<file path="src/rtl/core/dscfd_pkg.sv">
// Shared constants for the DLE-stuffed CAN frame decoder.
package dscfd_pkg;

	localparam int MAX_PAYLOAD_BYTES = 8;

	localparam int BYTE_W    = 8;
	localparam int IDX_W     = 4;
	localparam int ID_W      = 32;
	localparam int LEN_W     = 4;
	localparam int PAYLOAD_W = 64;
	localparam int OUT_W     = ID_W + LEN_W + PAYLOAD_W;
	localparam int OUT_TDATA_W = ((OUT_W + 7) / 8) * 8;

	localparam int CFG_IDX_W = 2;
	localparam logic [CFG_IDX_W-1:0] REG_ESCAPE = 2'd0;
	localparam logic [CFG_IDX_W-1:0] REG_START  = 2'd1;
	localparam logic [CFG_IDX_W-1:0] REG_END    = 2'd2;

	localparam logic [BYTE_W-1:0] ESCAPE_RESET = 8'h10;
	localparam logic [BYTE_W-1:0] START_RESET  = 8'h02;
	localparam logic [BYTE_W-1:0] END_RESET    = 8'h03;

	// decoded byte positions
	localparam int ID_FIRST_IDX  = 1;
	localparam int LEN_IDX       = 6;
	localparam int PAY_FIRST_IDX = 7;
	localparam logic [IDX_W-1:0] IDX_MAX = 4'd15;

endpackage

</file>
<file path="src/rtl/core/dle_stuffed_can_frame_decoder.sv">
// Top level: DLE/STX/ETX deframer with XOR check, emitting decoded CAN frames.

// Accepts one raw byte per clock on the s_ stream and delivers one request on
// the m_ stream for each valid frame (unescaped escape/start ... escape/end,
// at least one byte, XOR of all unstuffed bytes zero). Each byte is held in the
// input register while the frame state is updated in a single pass, and the
// result of a closing byte is registered in the output register. The output
// register frees the input side: input stalls only when a new result is due
// while the previous one is still waiting to be taken. The user must write
// configuration (escape, start, end codes) while the block is idle; not enforced.
module dle_stuffed_can_frame_decoder
	import dscfd_pkg::*;
(
	input  logic                    clk,
	input  logic                    arst_n,

	input  logic                    cfg_we,
	input  logic [CFG_IDX_W-1:0]    cfg_index,
	input  logic [BYTE_W-1:0]       cfg_data,

	input  logic                    s_tvalid,
	output logic                    s_tready,
	input  logic [BYTE_W-1:0]       s_tdata,   // [7:0] rx_byte

	output logic                    m_tvalid,
	input  logic                    m_tready,
	output logic [OUT_TDATA_W-1:0]  m_tdata    // [31:0] frame_id, [35:32] data_length,
	                                           // [99:36] payload, rest zero
);

	logic [BYTE_W-1:0] escape_q, start_q, end_q;

	logic              valid_s1;
	logic [BYTE_W-1:0] rx_byte_s1;

	logic                 in_frame_q, esc_seen_q;
	logic [IDX_W-1:0]     idx_q;
	logic [BYTE_W-1:0]    xor_q;
	logic [ID_W-1:0]      id_q;
	logic [BYTE_W-1:0]    len_q;
	logic [PAYLOAD_W-1:0] pay_q;

	logic                 in_frame_d, esc_seen_d;
	logic [IDX_W-1:0]     idx_d;
	logic [BYTE_W-1:0]    xor_d;
	logic [ID_W-1:0]      id_d;
	logic [BYTE_W-1:0]    len_d;
	logic [PAYLOAD_W-1:0] pay_d;

	logic open_frame, take, close, result, advance;
	logic [LEN_W-1:0]     len_clamp;
	logic [PAYLOAD_W-1:0] pay_masked;

	logic                   out_valid_q;
	logic [OUT_TDATA_W-1:0] out_data_q;

	always_ff @(posedge clk or negedge arst_n) begin
		if (!arst_n) begin
			escape_q <= ESCAPE_RESET;
			start_q  <= START_RESET;
			end_q    <= END_RESET;
		end else if (cfg_we) begin
			case (cfg_index)
				REG_ESCAPE: escape_q <= cfg_data;
				REG_START:  start_q  <= cfg_data;
				REG_END:    end_q    <= cfg_data;
				default: ;
			endcase
		end
	end

	always_comb begin
		open_frame = 1'b0;
		take       = 1'b0;
		close      = 1'b0;
		in_frame_d = in_frame_q;
		esc_seen_d = esc_seen_q;
		if (!in_frame_q) begin
			if (esc_seen_q) begin
				if (rx_byte_s1 == start_q)
					open_frame = 1'b1;
				else
					esc_seen_d = 1'b0;
			end else if (rx_byte_s1 == escape_q) begin
				esc_seen_d = 1'b1;
			end
		end else if (!esc_seen_q) begin
			if (rx_byte_s1 == escape_q)
				esc_seen_d = 1'b1;
			else
				take = 1'b1;
		end else begin
			esc_seen_d = 1'b0;
			if (rx_byte_s1 == start_q) begin
				open_frame = 1'b1;
			end else if (rx_byte_s1 == end_q) begin
				in_frame_d = 1'b0;
				close      = 1'b1;
			end else if (rx_byte_s1 == escape_q) begin
				take = 1'b1;
			end else begin
				in_frame_d = 1'b0;
			end
		end

		idx_d = idx_q;
		xor_d = xor_q;
		id_d  = id_q;
		len_d = len_q;
		pay_d = pay_q;
		if (open_frame) begin
			in_frame_d = 1'b1;
			esc_seen_d = 1'b0;
			idx_d = '0;
			xor_d = '0;
			id_d  = '0;
			len_d = '0;
			pay_d = '0;
		end
		if (take) begin
			xor_d = xor_q ^ rx_byte_s1;
			for (int k = 0; k < ID_W / BYTE_W; k++) begin
				if (idx_q == IDX_W'(ID_FIRST_IDX + k))
					id_d[BYTE_W*k +: BYTE_W] = rx_byte_s1;
			end
			if (idx_q == IDX_W'(LEN_IDX))
				len_d = rx_byte_s1;
			for (int k = 0; k < MAX_PAYLOAD_BYTES; k++) begin
				if (idx_q == IDX_W'(PAY_FIRST_IDX + k))
					pay_d[BYTE_W*k +: BYTE_W] = rx_byte_s1;
			end
			if (idx_q != IDX_MAX)
				idx_d = idx_q + 1'b1;
		end

		result = close && (idx_q != '0) && (xor_q == '0);

		if (len_q > BYTE_W'(MAX_PAYLOAD_BYTES))
			len_clamp = LEN_W'(MAX_PAYLOAD_BYTES);
		else
			len_clamp = len_q[LEN_W-1:0];

		for (int k = 0; k < PAYLOAD_W / BYTE_W; k++) begin
			if (LEN_W'(k) < len_clamp)
				pay_masked[BYTE_W*k +: BYTE_W] = pay_q[BYTE_W*k +: BYTE_W];
			else
				pay_masked[BYTE_W*k +: BYTE_W] = '0;
		end
	end

	// a byte that yields a result waits while the output register is full and m_tready is low
	assign advance  = valid_s1 && (!result || !out_valid_q || m_tready);
	assign s_tready = !valid_s1 || advance;

	always_ff @(posedge clk or negedge arst_n) begin
		if (!arst_n) begin
			valid_s1 <= 1'b0;
		end else if (s_tready) begin
			valid_s1 <= s_tvalid;
		end
	end

	always_ff @(posedge clk) begin
		if (s_tvalid && s_tready)
			rx_byte_s1 <= s_tdata;
	end

	always_ff @(posedge clk or negedge arst_n) begin
		if (!arst_n) begin
			in_frame_q <= 1'b0;
			esc_seen_q <= 1'b0;
			idx_q      <= '0;
			xor_q      <= '0;
		end else if (advance) begin
			in_frame_q <= in_frame_d;
			esc_seen_q <= esc_seen_d;
			idx_q      <= idx_d;
			xor_q      <= xor_d;
		end
	end

	always_ff @(posedge clk) begin
		if (advance) begin
			id_q  <= id_d;
			len_q <= len_d;
			pay_q <= pay_d;
		end
	end

	always_ff @(posedge clk or negedge arst_n) begin
		if (!arst_n) begin
			out_valid_q <= 1'b0;
		end else if (advance && result) begin
			out_valid_q <= 1'b1;
		end else if (m_tready) begin
			out_valid_q <= 1'b0;
		end
	end

	always_ff @(posedge clk) begin
		if (advance && result)
			out_data_q <= OUT_TDATA_W'({pay_masked, len_clamp, id_q});
	end

	assign m_tvalid = out_valid_q;
	assign m_tdata  = out_data_q;

endmodule
</file>
<file path="config.mk">
export PLATFORM = sky130hd
export DESIGN_NAME = dle_stuffed_can_frame_decoder
export DESIGN_NICKNAME = d
export VERILOG_FILES = /design/src/rtl/core/dscfd_pkg.sv /design/src/rtl/core/dle_stuffed_can_frame_decoder.sv
export SDC_FILE = /design/constraint.sdc
export NUM_CORES = 1
export LEC_CHECK = 0
export ABC_AREA = 1
export BUFFER_PORTS_ARGS = -buffer_cell sky130_fd_sc_hd__buf_2
export CORE_ASPECT_RATIO = 1.5
export CORE_MARGIN = 2
export CORE_UTILIZATION = 54
export CTS_BUF_LIST = sky130_fd_sc_hd__clkbuf_8
export CTS_CLUSTER_DIAMETER = 80
export CTS_CLUSTER_SIZE = 8
export DETAILED_ROUTE_END_ITERATION = 12
export GPL_ROUTABILITY_DRIVEN = 0
export GPL_TIMING_DRIVEN = 0
export PLACE_DENSITY_LB_ADDON = 0.08
export SYNTH_ARGS = -nofsm -noshare
export SYNTH_HDL_FRONTEND = slang
export SYNTH_SLANG_ARGS = --single-unit
</file>
<file path="constraint.sdc">
create_clock -name clk -period 4.38 [get_ports clk]
set_clock_uncertainty 0.1 [all_clocks]
set_input_delay 0.876 -clock clk [delete_from_list [all_inputs] [get_ports clk]]
set_output_delay 0.876 -clock clk [all_outputs]
set_load 0.005 [all_outputs]
</file>
==> results.sh <==
export IMPL_grt_pass1_wl_um=44500
export IMPL_rsz0062_at_grt="false"
export IMPL_core_mm2=0.0224
export IMPL_antenna_found_initial=0
export IMPL_async_reset_ff_frac=0.159
export IMPL_grt_use_total=0.234
export IMPL_avgRoutedWirePerCell_um=15.0
export IMPL_grt_pass1_vias=8869
export IMPL_clock_sinks=252
export IMPL_cts_tree="built"
export IMPL_setup_ws_ps=773
export IMPL_antenna_cells=0
export IMPL_outcome="completed"
export IMPL_dpl_cell_area_mm2=0.0134
export IMPL_irDropWorstVdd_uv=260
export IMPL_cts_setup_buffers=0
export IMPL_dieArea_mm2=0.0242
export IMPL_die_w_um=128
export IMPL_postRouteAntennaNets=0
export IMPL_final_area_mm2=0.0140
export IMPL_path_max_fanout=48
export IMPL_hold_buffers=0
export IMPL_hold_viol=0
export IMPL_hp_class="input port to async pin"
export IMPL_die_y_um=189
export IMPL_firstDrtPassIters=5
export IMPL_grt_overflow_total=0
export IMPL_drc_errors=0
export IMPL_powerDensity_mw_per_mm2=356
export IMPL_ys_ff_latch=252
export IMPL_layout_drive_gt1_share=0.151
export IMPL_wl_met2_um=13700
export IMPL_numPortBuffers=124
export IMPL_fin_hold_ws_ps=349
export IMPL_synth_avg_cell_area_um2=8.86
export IMPL_drtIter0Drc=782
export IMPL_slew_headroom=0.403
export IMPL_drt_met1_wl_um=11300
export IMPL_nets=1592
export IMPL_vias_per_cell=5.03
export IMPL_path_clk_slew_ps=60
export IMPL_place_hpwl_um=18800
export IMPL_yosysTopAreaCellShare=0.515
export IMPL_fin_cells=1855
export IMPL_insertion_delay_ps=550
export IMPL_netlist_instances=1396
export IMPL_cts_buffers=37
export IMPL_cp_required_ps=4510
export IMPL_p_leak_nw=7.05
export IMPL_synth_edf_count=212
export IMPL_ios=129
export IMPL_grt_max_degree=68
export IMPL_cp_start_kind="register"
export IMPL_ctsRootBufferMaster="clkbuf_8"
export IMPL_worstMarginPinSlew_ps=895
export IMPL_wl_met3_um=1710
export IMPL_core_rowCount=67
export IMPL_ys_seq_area_frac=0.596
export IMPL_start_util=0.553
export IMPL_vias=9337
export IMPL_preCtsSetupSlack_ps=739
export IMPL_fmax_ghz=0.277
export IMPL_synth_area_mm2=0.0124
export IMPL_dr_max_layer_used="met4"
export IMPL_setup_violations=0
export IMPL_synthFlopType="edfxtp_1"
export IMPL_finalCriticalPeriod_ps=3610
export IMPL_drt_total_wl_um=27800
export IMPL_critPathCaptureType="register"
export IMPL_cts_htree_levels=2
export IMPL_finalMaxSlewViolations=0
export IMPL_ys_top_cells_by_area="edfxtp_1, nand2_1, dfrtp_1"
export IMPL_path_class="register to register"
export IMPL_dp_cells=1802
export IMPL_synthDistinctLibCells=30
export IMPL_clockBufferDepth=3
export IMPL_syn_to_final_growth_pct=13.5
export IMPL_maxCapViolations=0
export IMPL_final_core_util=0.627
export IMPL_cts_resized=0
export IMPL_period_share=0.823
export IMPL_synth_warnings=0
export IMPL_worstPathArrival_ps=3730
export IMPL_synth_largest_area_cell="edfxtp_1"
[logic make-up after synthesis]
group           Yosys count  share of synthesized area
fa+ha+maj                 4                    0.00405
simple gates            688                      0.230
xor+xnor                 15                     0.0106
buf+inv                 297                      0.103
compound gates          139                     0.0566
flops                   252                      0.596
other cells               1                   0.000303
[through the flow]
stage	total power [mW]	TNS, ps
4_1_cts	5.03	0
2_1_floorplan	3.17	0
6_report	4.99	0
3_5_place_dp	3.31	0
5_1_grt	5.22	0
3_3_place_gp	3.29	-97910
[sequential cells by signal, indices dropped and copies added (netlist names)]
signal,flops
esc_seen_q,1
valid_s1,1
idx_q,4
len_q,8
escape_q,8
m_tvalid,1
id_q,32
xor_q,8
rx_byte_s1,8
start_q,8
end_q,8
pay_q,64
m_tdata,100
in_frame_q,1
[placed cells by master (no fill, tap or decap), types with 4 or more instances in the layout]
cell type and instances:
buf_1 6, buf_2 129, buf_4 12, buf_6 14, clkbuf_1 30, clkbuf_8 39
conb_1 4, dfrtp_1 36, dfstp_2 4, edfxtp_1 212, ha_1 4, inv_1 224
inv_2 17, nand2_1 507, nand3_1 80, nand4_4 5, nor2_1 80, nor2_2 6
o21ai_0 117, o21ai_1 17, xnor2_1 9, xor2_1 6
[layer usage]
metal / vias to the layer above / GRT usage
met5: - / 0
met4: 0 / 0.104
met3: 69 / 0.0393
met2: 329 / 0.401
met1: 4234 / 0.291
li1: 4705 / -
[area by class of cell]
class / instances / area [um^2]
fillers: 1949 / 8350
clock buffers: 39 / 537
flip-flops and latches: 252 / 7370
plain buffers: 67 / 408
repair buffers: 127 / 688
multi-input cells: 850 / 3740
well taps: 276 / 345
clock inverters: 14 / 82.6
inverters: 230 / 867
[where the power goes]
part           internal (mW)  switching, mW  total, mW
Combinational          0.161          0.292      0.453
Clock                  0.864          0.864       1.73
Sequential              2.73         0.0820       2.81
Total                   3.76           1.24       4.99
[cell usage after synthesis (all sizes together) (2+ instances only)]
library cell and number:
o21ai 134, edfxtp 212, dfstp 4, clkbuf 30, dfrtp 36, nand2 513, nor2 86, nand3 80
nand4 6, inv 230, xor2 6, ha 4, a21oi 3, xnor2 9, nor3 2, buf 37
[critical path, cell delays in order (launching register included)]
cell	delay, ps
edfxtp_1	560
inv_2	130
nand2_1	80
nand2_1	50
nor2_1	160
nand2_1	100
nor2_2	130
nor2_2	90
nand3_1	100
nand2_2	120
inv_1	140
buf_4	550
nand2_1	210
clkinvlp_4	410
buf_12	290
[worst paths after layout]
check,cells after the start,start,end,slack [ps]
setup / recovery,14,rx_byte_s1[1]$_DFFE_PP_,m_tdata[89]$_SDFFCE_PP0P_,770
min in group clk,0,id_q[16]$_DFFE_PP_,m_tdata[16]$_DFFE_PP_,350
setup reg to reg,14,rx_byte_s1[1]$_DFFE_PP_,m_tdata[89]$_SDFFCE_PP0P_,770
hold / removal,1,arst_n,valid_s1$_DFFE_PN0P_,350
hold reg to reg,0,id_q[16]$_DFFE_PP_,m_tdata[16]$_DFFE_PP_,350
max in group asynchronous,1,arst_n,escape_q[5]$_DFFE_PN0P_,3260
Power figures use the tool's default switching activity.
